===== config.mk =====
export PLATFORM = sky130hd
export DESIGN_NAME = qfl_mul
export DESIGN_NICKNAME = d
export VERILOG_FILES = /design/src/hw/rtl/quadratic_feature_lift_top_assert.svh /design/src/hw/rtl/qfl_pkg.sv /design/src/hw/rtl/qfl_mul.sv
export SDC_FILE = /design/constraint.sdc
export NUM_CORES = 2
export LEC_CHECK = 0
export ABC_AREA = 1
export ABC_CLOCK_PERIOD_IN_PS = 8600
export BUFFER_PORTS_ARGS = -buffer_cell sky130_fd_sc_hd__buf_4
export CAP_MARGIN = 20
export CORE_MARGIN = 2
export CORE_UTILIZATION = 55
export CTS_CLUSTER_DIAMETER = 100
export CTS_CLUSTER_SIZE = 28
export DETAILED_ROUTE_END_ITERATION = 8
export PLACE_DENSITY = 0.69
export SETUP_SLACK_MARGIN = 0.1
export SLEW_MARGIN = 20
export SYNTH_ARGS = -nofsm -noshare
export SYNTH_HDL_FRONTEND = slang
export SYNTH_SLANG_ARGS = --single-unit

===== constraint.sdc =====
create_clock -name i_clk -period 8.6 [get_ports i_clk]
set_input_delay 1.72 -clock i_clk [delete_from_list [all_inputs] [get_ports i_clk]]
set_output_delay 1.72 -clock i_clk [all_outputs]
set_load 0.02 [all_outputs]

===== src/hw/rtl/quadratic_feature_lift_top_assert.svh =====
// assertion macros shared by the quadratic feature lift rtl
`ifndef QUADRATIC_FEATURE_LIFT_TOP_ASSERT_SVH
`define QUADRATIC_FEATURE_LIFT_TOP_ASSERT_SVH

// same-cycle implication, disabled while in reset
`define QFL_ASSERT_IMP(lbl, clk, rst_n, ante, cons) \
    lbl: assert property (@(posedge clk) disable iff (!rst_n) (ante) |-> (cons)) \
        else $error("qfl assertion failed");

// next-cycle implication, disabled while in reset
`define QFL_ASSERT_NXT(lbl, clk, rst_n, ante, cons) \
    lbl: assert property (@(posedge clk) disable iff (!rst_n) (ante) |=> (cons)) \
        else $error("qfl assertion failed");

`endif


===== src/hw/rtl/qfl_pkg.sv =====
// shared constants, types and helpers of the quadratic feature lift
package qfl_pkg;

    localparam int MAX_DIM    = 8;
    localparam int ADDR_W     = $clog2(MAX_DIM);
    localparam int DIM_W      = 4;
    localparam int COORD_W    = 16;
    localparam int FEAT_W     = 37;
    localparam int POS_W      = 6;
    localparam int NORM_W     = 46;
    localparam int NFEAT_MAX  = MAX_DIM * (MAX_DIM + 1) / 2;
    localparam int MUL_W      = 34;
    localparam int PROD_W     = 2 * MUL_W;
    localparam int NUM_W      = 105;
    localparam int DEN_W      = 64;
    localparam int QUO_W      = 62;
    localparam int DIV_FRAC   = 16;
    localparam int ROOT_W     = 32;
    localparam int IN_DATA_W  = 16;
    localparam int OUT_DATA_W = 96;

    typedef struct packed {
        logic busy;
        logic done;
    } t_root_stat;

    // number of lifted features for d coordinates
    function automatic logic [POS_W-1:0] nfeat(input logic [DIM_W-1:0] d);
        logic [7:0] p;
        p = {4'b0, d} * ({4'b0, d} + 8'd1);
        return POS_W'(p >> 1);
    endfunction

endpackage


===== src/hw/rtl/qfl_mul.sv =====
// shared unsigned multiplier with registered product
module qfl_mul (
    input  logic                        i_clk,
    input  logic                        i_go,
    input  logic [qfl_pkg::MUL_W-1:0]   i_a,
    input  logic [qfl_pkg::MUL_W-1:0]   i_b,
    output logic [qfl_pkg::PROD_W-1:0]  o_prod
);
    import qfl_pkg::*;

    logic [PROD_W-1:0] r_prod;

    always_ff @(posedge i_clk) begin
        if (i_go) begin
            r_prod <= PROD_W'(i_a) * PROD_W'(i_b);
        end
    end

    assign o_prod = r_prod;

endmodule


==> results.txt <==
* Number of slew-limit violations in the final report: 0
* Synth warnings: 0
- The die covers 79200 sq um.
* Crit Path Category: input port to register
- Worst slew margin relative to its limit: between 30% and 40%
- Overall die height: approximately 280 microns
- Critical path endpoint category: register
* Hold Buf Count CTS: 0
- Crit path buffers/inverters: 6
- The final hold violation count is 0.
- Number of max-cap violations: 0
- Global routing used a little under a third of the available tracks across all layers.
* Clock transition at the registers of the reported paths: roughly 0.06 ns
* Number of gates resized after CTS: 0
- Met3 GRT Util: 6.16%
- Final period demand of the worst path: ~8.3 ns
- Status: finished clean
* Antenna violations before repair: 5
* Setup violations, final: 0
- Routing usage on met1: a little under half
- For the pin with the worst max-slew slack, the measured transition is between 0.9 and 1 ns.
- Core ar.: between 70000 and 80000 sq um
* Maximum fanout count along the critical path: 21
* Area of combinational cells with multiple inputs: about 32000 sq um
* Buffer depth of the longest clock path: 2
- STA classifies the critical path startpoint as an input port.
* Total Neg Setup Slack: 0 ns
- CTS Buf Count: 9
* Crit path DAT: roughly 8.3 ns
* Placed wire-length estimate after detailed placement: ~100000 microns
* Number of vias in the routed layout: roughly 33k
* Data required time of the worst path: between 8 and 9 ns
- Vias in the first global route: 35.5k
- The share of the Yosys chip area taken by registers is between 4 and 5%.
- After synthesis the netlist holds a flip-flop and latch count of roughly 70.
* Net total in the final layout: roughly 6.9k
- Remaining antenna violation count after routing: 0
* Drc violations: 0
- Horizontal die dimension: around 280 microns
* Post-layout util: roughly three fifths
* Area occupied by registers: ~2000 sq um
- Synthesis instantiated 23 different standard cells from the library.
- Wires add up to roughly 120000 microns.
- Setup repair after global routing missed its margin: false
- Post-synthesis net count: ~7.0k
- Counting stages on the worst path, the most repeated cell is sky130_fd_sc_hd__fa_1.
- Biggest area consumer among synthesized cells: sky130_fd_sc_hd__fa_1
* Post-DP Area: around 44000 sq um
- The kind of cell with the highest combined delay along the critical path is adder cells.
- Number of buffer cells added on primary ports: between 100 and 150
- The layer flagged by global routing as most heavily used is met2.
- List of cells traversed by the critical path: buf_4 > buf_4 > nand2_1 > fa_1 > fa_1 > fa_1 > inv_1 > fa_1 > fa_1 > fa_1 > fa_1 > inv_1 > fa_1 > inv_1 > ha_1 > nand2_1 > nor2_1 > inv_1 > nor2_1 > nand2_1 > nand2_1 > nand2_1 > nand4_1 > nand2_1
- Buffers added to address setup during post-CTS repair amount to 0.
- Counting the fill cells in the layout gives 7082.
- The H-tree was split into 3 levels.
* Synthesized area per cell: around 7.6 sq um
- Area overhead of the layout relative to synthesis: 5.51%
- Routed vias/inst: between 5 and 6
- Part of the cycle the worst path needs: a little over nine tenths
- The synthesized netlist occupies a cell area of ~42000 sq um.
- Global-route wire length before repair: between 150000 and 200000 microns
* Routability congestion estimate from global placement: 0.979
- Share of the synthesized area in the top cell type: between 40% and 50%
- Initial Utilization: between 50% and 60%
- Clock tree synthesis found a total of just under 70 sinks.
- Share of layout cells above drive strength 1: 5.08%
- The register with the most flip-flops in the layout has 68 of them.
- In this design, the stage delay of the slowest critical-path cell is ~0.66 ns.
- Static timing analysis puts the maximum clock frequency at between 100 and 150 MHz.
- Entering global routing, the biggest net connects slightly below 70 pins.
- Leading cell type in the layout, fill and taps excluded: sky130_fd_sc_hd__inv_1
- Before antenna repair, the detailed router went through 6 iterations.
- Number of standard cells after synthesis: roughly 5.6k
- Root Driver: sky130_fd_sc_hd__clkbuf_16
- Post-route cell area: roughly 45000 sq um
- For this block, the initial DRC count from the detailed router was around 2.7k.
* Remaining global-route overflow: 0
- Most frequent cells in the layout: 1846 x sky130_fd_sc_hd__inv_1, 1781 x sky130_fd_sc_hd__nand2_1, 1020 x sky130_fd_sc_hd__fa_1
- Top cells by area, synth: sky130_fd_sc_hd__fa_1 48%, sky130_fd_sc_hd__inv_1 16%, sky130_fd_sc_hd__nand2_1 16%
- After detailed routing, the average wire length per cell comes to roughly 18 microns.
- Global routing met2 resource utilization: 49.6%
- In this run the core area contains approximately 100 standard-cell rows.
- I/O pins: 138
* Worst hold path class: input port to register
- Cell with the biggest individual delay on the critical path: sky130_fd_sc_hd__fa_1
- TritonCTS built the clock tree.
==> final cells by class <==
type	instances	share of cell area, %
multi-input cells	3387	72.3
inverters	1855	15.6
flip-flops and latches	68	4.57
repair buffers	228	4.04
well taps	1030	2.89
clock buffers	11	0.521
clock inverters	3	0.0364
diodes	1	0.00560
==> cell usage after synthesis <==
cell	instances
sky130_fd_sc_hd__nand3_2	5
sky130_fd_sc_hd__a21oi_1	43
sky130_fd_sc_hd__xor2_1	34
sky130_fd_sc_hd__or2_1	2
sky130_fd_sc_hd__nand2_1	1781
sky130_fd_sc_hd__o21ai_0	3
sky130_fd_sc_hd__nand4_1	11
sky130_fd_sc_hd__nor2_2	12
sky130_fd_sc_hd__and2_1	3
sky130_fd_sc_hd__nor3_2	7
sky130_fd_sc_hd__edfxtp_1	68
sky130_fd_sc_hd__ha_1	284
sky130_fd_sc_hd__xnor2_1	2
sky130_fd_sc_hd__inv_1	1846
sky130_fd_sc_hd__nor2_1	104
sky130_fd_sc_hd__nor4_2	1
sky130_fd_sc_hd__fa_1	1020
sky130_fd_sc_hd__nand2_2	10
sky130_fd_sc_hd__inv_2	5
sky130_fd_sc_hd__nand3_1	55
sky130_fd_sc_hd__nor3_1	10
sky130_fd_sc_hd__clkbuf_1	272
sky130_fd_sc_hd__clkinv_1	4
==> final timing paths <==
check / endpoint / cells after the start / start
worst max-delay path: o_prod[58] / 24 / i_a[23]
worst min-delay path: o_prod[0] / 3 / i_b[0]
==> metal layers <==
metal  vias up  routed length, microns
met5         -                      27
met4         6                    2060
met3       139                   11900
met2      1481                   53100
met1     16700                   49900
li1      15100                       -
==> tightest hold or removal path, stage by stage <==
cell and delay, ns:
sky130_fd_sc_hd__buf_4 0.25, sky130_fd_sc_hd__nand2_1 0.12, sky130_fd_sc_hd__inv_1 0.03
==> per-stage QoR <==
step,cells,setup slack [ns],hold WS [ns]
final,6583,0.346,1.95
after global routing,6583,0.111,1.96
after CTS,6582,0.410,1.94
after detailed placement,6568,0.0507,2.15
after global placement,6568,0.0959,2.15
after floorplan,5582,0.727,1.83
==> logic make-up after synthesis <==
family                     share of synthesized area [%]
AOI/OAI and AO/OA                                  0.544
xor gates and xnor gates                           0.745
adders and majority gates                           56.7
buffers and inverters                               18.9
DFF                                                 4.83
and+or+nand+nor                                     18.4
Power is not shown: default switching activity piles up to over one toggle a cycle in this logic, so the estimate is an artifact.
