## src/hw/rtl/quadratic_feature_lift_top_assert.svh

```systemverilog
// assertion macros shared by the quadratic feature lift rtl
`ifndef QUADRATIC_FEATURE_LIFT_TOP_ASSERT_SVH
`define QUADRATIC_FEATURE_LIFT_TOP_ASSERT_SVH

// same-cycle implication, disabled while in reset
`define QFL_ASSERT_IMP(lbl, clk, rst_n, ante, cons) \
    lbl: assert property (@(posedge clk) disable iff (!rst_n) (ante) |-> (cons)) \
        else $error("qfl assertion failed");

// next-cycle implication, disabled while in reset
`define QFL_ASSERT_NXT(lbl, clk, rst_n, ante, cons) \
    lbl: assert property (@(posedge clk) disable iff (!rst_n) (ante) |=> (cons)) \
        else $error("qfl assertion failed");

`endif

```

## src/hw/rtl/qfl_pkg.sv

```systemverilog
// shared constants, types and helpers of the quadratic feature lift
package qfl_pkg;

    localparam int MAX_DIM    = 8;
    localparam int ADDR_W     = $clog2(MAX_DIM);
    localparam int DIM_W      = 4;
    localparam int COORD_W    = 16;
    localparam int FEAT_W     = 37;
    localparam int POS_W      = 6;
    localparam int NORM_W     = 46;
    localparam int NFEAT_MAX  = MAX_DIM * (MAX_DIM + 1) / 2;
    localparam int MUL_W      = 34;
    localparam int PROD_W     = 2 * MUL_W;
    localparam int NUM_W      = 105;
    localparam int DEN_W      = 64;
    localparam int QUO_W      = 62;
    localparam int DIV_FRAC   = 16;
    localparam int ROOT_W     = 32;
    localparam int IN_DATA_W  = 16;
    localparam int OUT_DATA_W = 96;

    typedef struct packed {
        logic busy;
        logic done;
    } t_root_stat;

    // number of lifted features for d coordinates
    function automatic logic [POS_W-1:0] nfeat(input logic [DIM_W-1:0] d);
        logic [7:0] p;
        p = {4'b0, d} * ({4'b0, d} + 8'd1);
        return POS_W'(p >> 1);
    endfunction

endpackage

```

## src/hw/rtl/qfl_root.sv

```systemverilog
// iterative floor divide followed by floor square root, one bit per cycle
module qfl_root (
    input  logic                        i_clk,
    input  logic                        i_rst_n,
    input  logic                        i_start,
    input  logic [qfl_pkg::NUM_W-1:0]   i_num,
    input  logic [qfl_pkg::DEN_W-1:0]   i_den,
    output logic [qfl_pkg::ROOT_W-1:0]  o_root,
    output qfl_pkg::t_root_stat         o_stat
);
    import qfl_pkg::*;

    localparam logic [1:0] PH_IDLE = 2'd0;
    localparam logic [1:0] PH_DIV  = 2'd1;
    localparam logic [1:0] PH_SQRT = 2'd2;

    logic [1:0]        r_phase;
    logic [5:0]        r_cnt;
    logic              r_done;
    logic [DEN_W-1:0]  r_rem;
    logic [QUO_W-1:0]  r_dvd;
    logic [QUO_W-1:0]  r_quo;
    logic [QUO_W-1:0]  r_val;
    logic [QUO_W-1:0]  r_res;
    logic [QUO_W-1:0]  r_bit;
    logic [ROOT_W-1:0] r_root;

    logic [DEN_W:0]    sh;
    logic [DEN_W:0]    diff;
    logic              ge;
    logic [DEN_W-1:0]  n_rem;
    logic [QUO_W-1:0]  n_quo;
    logic [QUO_W-1:0]  sq_t;
    logic              sq_ge;
    logic [QUO_W-1:0]  n_res;
    logic [QUO_W-1:0]  n_val;

    // restoring division step
    always_comb begin
        sh    = {r_rem, r_dvd[QUO_W-1]};
        diff  = sh - {1'b0, i_den};
        ge    = sh >= {1'b0, i_den};
        n_rem = ge ? diff[DEN_W-1:0] : sh[DEN_W-1:0];
        n_quo = {r_quo[QUO_W-2:0], ge};
    end

    // bit-pair square root step
    always_comb begin
        sq_t  = r_res + r_bit;
        sq_ge = r_val >= sq_t;
        n_res = sq_ge ? (r_res >> 1) + r_bit : r_res >> 1;
        n_val = sq_ge ? r_val - sq_t : r_val;
    end

    always_ff @(posedge i_clk) begin
        if (!i_rst_n) begin
            r_phase <= PH_IDLE;
            r_done  <= 1'b0;
            r_cnt   <= '0;
        end else begin
            r_done <= 1'b0;
            case (r_phase)
                PH_IDLE: begin
                    if (i_start) begin
                        r_phase <= PH_DIV;
                        r_cnt   <= 6'(QUO_W - 1);
                    end
                end
                PH_DIV: begin
                    if (r_cnt == '0) begin
                        r_phase <= PH_SQRT;
                        r_cnt   <= 6'(QUO_W / 2 - 1);
                    end else begin
                        r_cnt <= r_cnt - 6'd1;
                    end
                end
                PH_SQRT: begin
                    if (r_cnt == '0) begin
                        r_phase <= PH_IDLE;
                        r_done  <= 1'b1;
                    end else begin
                        r_cnt <= r_cnt - 6'd1;
                    end
                end
                default: begin
                    r_phase <= PH_IDLE;
                end
            endcase
        end
    end

    always_ff @(posedge i_clk) begin
        case (r_phase)
            PH_IDLE: begin
                if (i_start) begin
                    // quotient fits QUO_W bits, so the top bits seed the remainder
                    r_rem <= DEN_W'(i_num >> (QUO_W - DIV_FRAC));
                    r_dvd <= {i_num[QUO_W-DIV_FRAC-1:0], {DIV_FRAC{1'b0}}};
                    r_quo <= '0;
                end
            end
            PH_DIV: begin
                r_rem <= n_rem;
                r_dvd <= r_dvd << 1;
                r_quo <= n_quo;
                if (r_cnt == '0) begin
                    r_val <= n_quo;
                    r_res <= '0;
                    r_bit <= QUO_W'(1) << (QUO_W - 2);
                end
            end
            PH_SQRT: begin
                r_val <= n_val;
                r_res <= n_res;
                r_bit <= r_bit >> 2;
                if (r_cnt == '0) begin
                    r_root <= n_res[ROOT_W-1:0];
                end
            end
            default: begin
                r_rem <= r_rem;
            end
        endcase
    end

    assign o_root      = r_root;
    assign o_stat.busy = r_phase != PH_IDLE;
    assign o_stat.done = r_done;

endmodule

```

## config.mk

```make
export PLATFORM = sky130hd
export DESIGN_NAME = qfl_root
export DESIGN_NICKNAME = d
export VERILOG_FILES = /design/src/hw/rtl/quadratic_feature_lift_top_assert.svh /design/src/hw/rtl/qfl_pkg.sv /design/src/hw/rtl/qfl_root.sv
export SDC_FILE = /design/constraint.sdc
export NUM_CORES = 1
export LEC_CHECK = 0
export CORE_MARGIN = 5
export CORE_UTILIZATION = 45
export CTS_CLUSTER_SIZE = 8
export DETAILED_ROUTE_END_ITERATION = 10
export DONT_BUFFER_PORTS = 1
export PLACE_DENSITY = 0.57
export RECOVER_POWER = 50
export SKIP_LAST_GASP = 1
export SLEW_MARGIN = 30
export SYNTH_ARGS = -nofsm -noshare
export SYNTH_HDL_FRONTEND = slang
export SYNTH_SLANG_ARGS = --single-unit
```

## constraint.sdc

```tcl
create_clock -name i_clk -period 17.6 [get_ports i_clk]
set_input_delay 0.88 -clock i_clk [delete_from_list [all_inputs] [get_ports i_clk]]
set_output_delay 0.88 -clock i_clk [all_outputs]
set_load 0.03 [all_outputs]
```

==> metrics.md <==
| Metric | Value |
|---|---|
| FF+latch area | `between 0.01 and 0.015 sq mm` |
| Synthesized net count | `3185` |
| Power per cell area | `107 mW/mm^2` |
| Max_cap viols | `10` |
| Crit end category | `flip-flop` |
| Syn avg cell area | `9.74 sq um` |
| Commonest cells after routing, fill and taps aside | `358 x edfxtp_1, 261 x a21oi_1, 207 x nand2_1` |
| Sequential share of the synthesized area | `39.8%` |
| Final setup viols | `0` |
| Max FO, Critical Path | `159` |
| Global Route Usage Sum | `20.3%` |
| Fin Setup TNS | `0 ns` |
| First-pass GRT wire length | `roughly 110000 um` |
| Die area | `between 0.06 and 0.07 sq mm` |
| Synth Register Bits | `between 300 and 400` |
| Htree depth | `2` |
| Layout cells sized above 1 | `~7.9%` |
| Worst hold path type | `in2reg` |
| Setup Fix Bufs, Post-CTS | `0` |
| Cts hold-fix bufs | `0` |
| Starting Density | `45.5%` |
| Worst hold slack | `slightly above 0.4 ns` |
| Post-layout utilization of the core | `roughly half` |
| RSZ-0062 raised after global routing | `false` |
| Ys flop type | `edfxtp_1` |
| # IOs | `around 210` |
| Slew Viols, Final | `650` |
| Post-route minimum period | `roughly 8 ns` |
| GRT overflow | `0` |
| Core area | `0.0604 sq mm` |
| Layout Nets | `between 3000 and 4000` |
| Post-route ant nets | `0` |
| Max clock buf depth | `3` |
| Peak supply drop | `91.0 uV` |
| Clk root buf | `clkbuf_16` |
| Port bufs | `0` |
| Gpl congestion | `between 0.8 and 0.9` |
| Slew @ Worst Pin | `approximately 6.6 ns` |
| Die W | `roughly 260 um` |
| Number of fill cells | `approximately 5600` |
| Routed len/inst | `approximately 20 um` |
| Initial antenna violation count | `0` |
| Die Span Y | `around 260 um` |
| CTS tree | `done` |
| Max Fclk | `122 MHz` |
| Area delta synth->final | `6.75%` |
| HPWL Detailed | `about 50000 um` |
| DRC Markers | `0` |
| Worst path arrival time | `~8.6 ns` |
| Post-route setup slack | `9.37 ns` |
| Num CTS Buffers | `53` |
| Number of synthesized flops with an enable pin | `between 300 and 400` |
| CP Class | `reg2reg` |
| Status | `finished with violations` |
| Clock Skews | `between 0.03 and 0.04 ns` |
| Commonest non-fill, non-tap cell in the layout | `edfxtp_1` |
| Violated checks | `max-capacitance violations, max-slew violations` |
| Netlist cell types | `just under 90` |
| Async set or reset register ratio after synthesis | `0%` |
| Lkg Pwr | `11.3 nW` |
| Number of diodes | `0` |
| Critical Path Start Type | `flip-flop` |
| Normalized max-slew margin | `-339%` |
| Fin crit share | `between 40% and 50%` |
| Post-CTS Resized | `0` |
| Drt initial violations | `~1600` |
| Clock transition at path regs | `about 0.050 ns` |
| Cells after synthesis | `around 2800` |
| Critical path data required time | `17.99 ns` |
| Vias in the first global route | `roughly 21000` |
| Synthesized cell area | `roughly 0.027 sq mm` |
| Clock sink count | `367` |
| DR vias/cell | `a little under 6` |
| Worst-skew pair later-pin latency | `approximately 0.61 ns` |
| Final hold vios | `0` |
| Final Routed Wirelength | `69800 um` |
| Synth warnings | `0` |
| Row count | `90` |
| Vias | `between 20000 and 25000` |
| Area of the multi-input gates | `0.0154 sq mm` |
| Pre-CTS setup slack | `10.37 ns` |
| Detailed Routing Iterations Pass 1 | `5` |
| Pin count of the biggest net entering global routing | `between 200 and 250` |
[sequential cells by signal, indices dropped and copies added (netlist names)]
name	count
r_quo	61
r_cnt	6
r_rem	64
r_dvd	46
r_res	62
o_root	32
r_val	62
r_done	1
r_phase	2
r_bit	31
[report_power, final]
part	total [mW]	internal, mW	leakage [nW]	switching (mW)
combinational	1.05	0.425	7.15	0.626
clock	0.928	0.547	0.709	0.380
sequential	1.16	1.10	3.47	0.0568
[routing by layer]
metal | global-route usage, % | up-vias | part of all wire (%)
met3 | 3.07 | 122 | 4.9
met2 | 31.9 | 581 | 44
met4 | 6.29 | 0 | 3.1
li1 | - | 10329 | -
met1 | 29.1 | 9946 | 48
met5 | 0 | - | 0
[critical path: stages (launching register included)]
cell	delay [ns]
dfxtp_1	0.34
inv_1	0.10
ha_1	0.16
clkbuf_1	1.67
clkbuf_1	4.65
nor2_1	0.42
a31oi_1	0.44
[layout make-up]
class / count / area share (%)
clock buffers: 67 / 4.78
repair buffers: 16 / 0.295
multi-input cells: 2201 / 52.5
clock inverters: 5 / 0.205
flip-flops and latches: 367 / 37.3
well taps: 782 / 3.34
inverters: 118 / 1.51
[stage by stage]
stage,power (mW),std cells,cell area [sq um]
after floorplan,2.02,2816,27400
after global placement,2.19,3483,27900
after detailed placement,2.20,3483,27900
after CTS,3.16,3555,29400
after global routing,3.33,3556,29300
final,3.14,3556,29300
[final timing paths]
kind / startpoint / end / slack, ns / cells past startpoint
worst max-delay path: r_phase[1]$_SDFFE_PN0P_ / r_rem[56]$_DFFE_PP_ / 9.37 / 6
worst min-delay path: i_rst_n / r_phase[0]$_SDFFE_PN0P_ / 0.40 / 2
worst max register to register: r_phase[1]$_SDFFE_PN0P_ / r_rem[56]$_DFFE_PP_ / 9.37 / 6
worst min register to register: r_phase[0]$_SDFFE_PN0P_ / r_phase[0]$_SDFFE_PN0P_ / 0.53 / 2
[kinds of logic (layout without fill, tap and decap cells)]
| group | after synthesis | count (layout) | share of synthesized area, % |
|---|---|---|---|
| flip-flops | 367 | 367 | 39.8 |
| XOR/XNOR | 226 | 226 | 7.21 |
| multiplexers | 164 | 164 | 6.47 |
| AO/OA/AOI/OAI | 798 | 798 | 18.4 |
| AND/OR/NAND/NOR | 816 | 816 | 14.8 |
| adder cells (fa/ha/maj) | 197 | 197 | 9.04 |
| buffers and inverters | 248 | 206 | 4.17 |
[cells in the mapped netlist (all sizes together), types with 5 or more instances]
cell type	number	area (sq um)
edfxtp	358	10800
a21oi	262	1320
nand2	207	777
ha	195	2440
nor2	191	717
o21ai	163	831
and2	140	877
inv	118	443
xnor2	117	1020
xor2	109	955
mux2	107	1200
a21o	93	698
clkbuf	92	345
a31oi	77	482
mux2i	57	571
nand3	57	285
nand4	53	332
buf	36	337
nor2b	29	181
and3	28	176
o21bai	28	210
nor3	26	130
a21boi	21	158
nand2b	21	131
a211oi	19	143
o31ai	17	128
or3	15	93.8
a31o	14	123
o21a	14	105
o211ai	12	90.1
nor4	11	68.8
and4	9	78.8
dfxtp	9	180
or2	8	50.1
o41ai	7	68.8
a41oi	6	52.6
a2111oi	5	75.1
nor3b	5	37.5
o2111ai	5	43.8
Note: power is estimated with default switching activity, not from simulation.
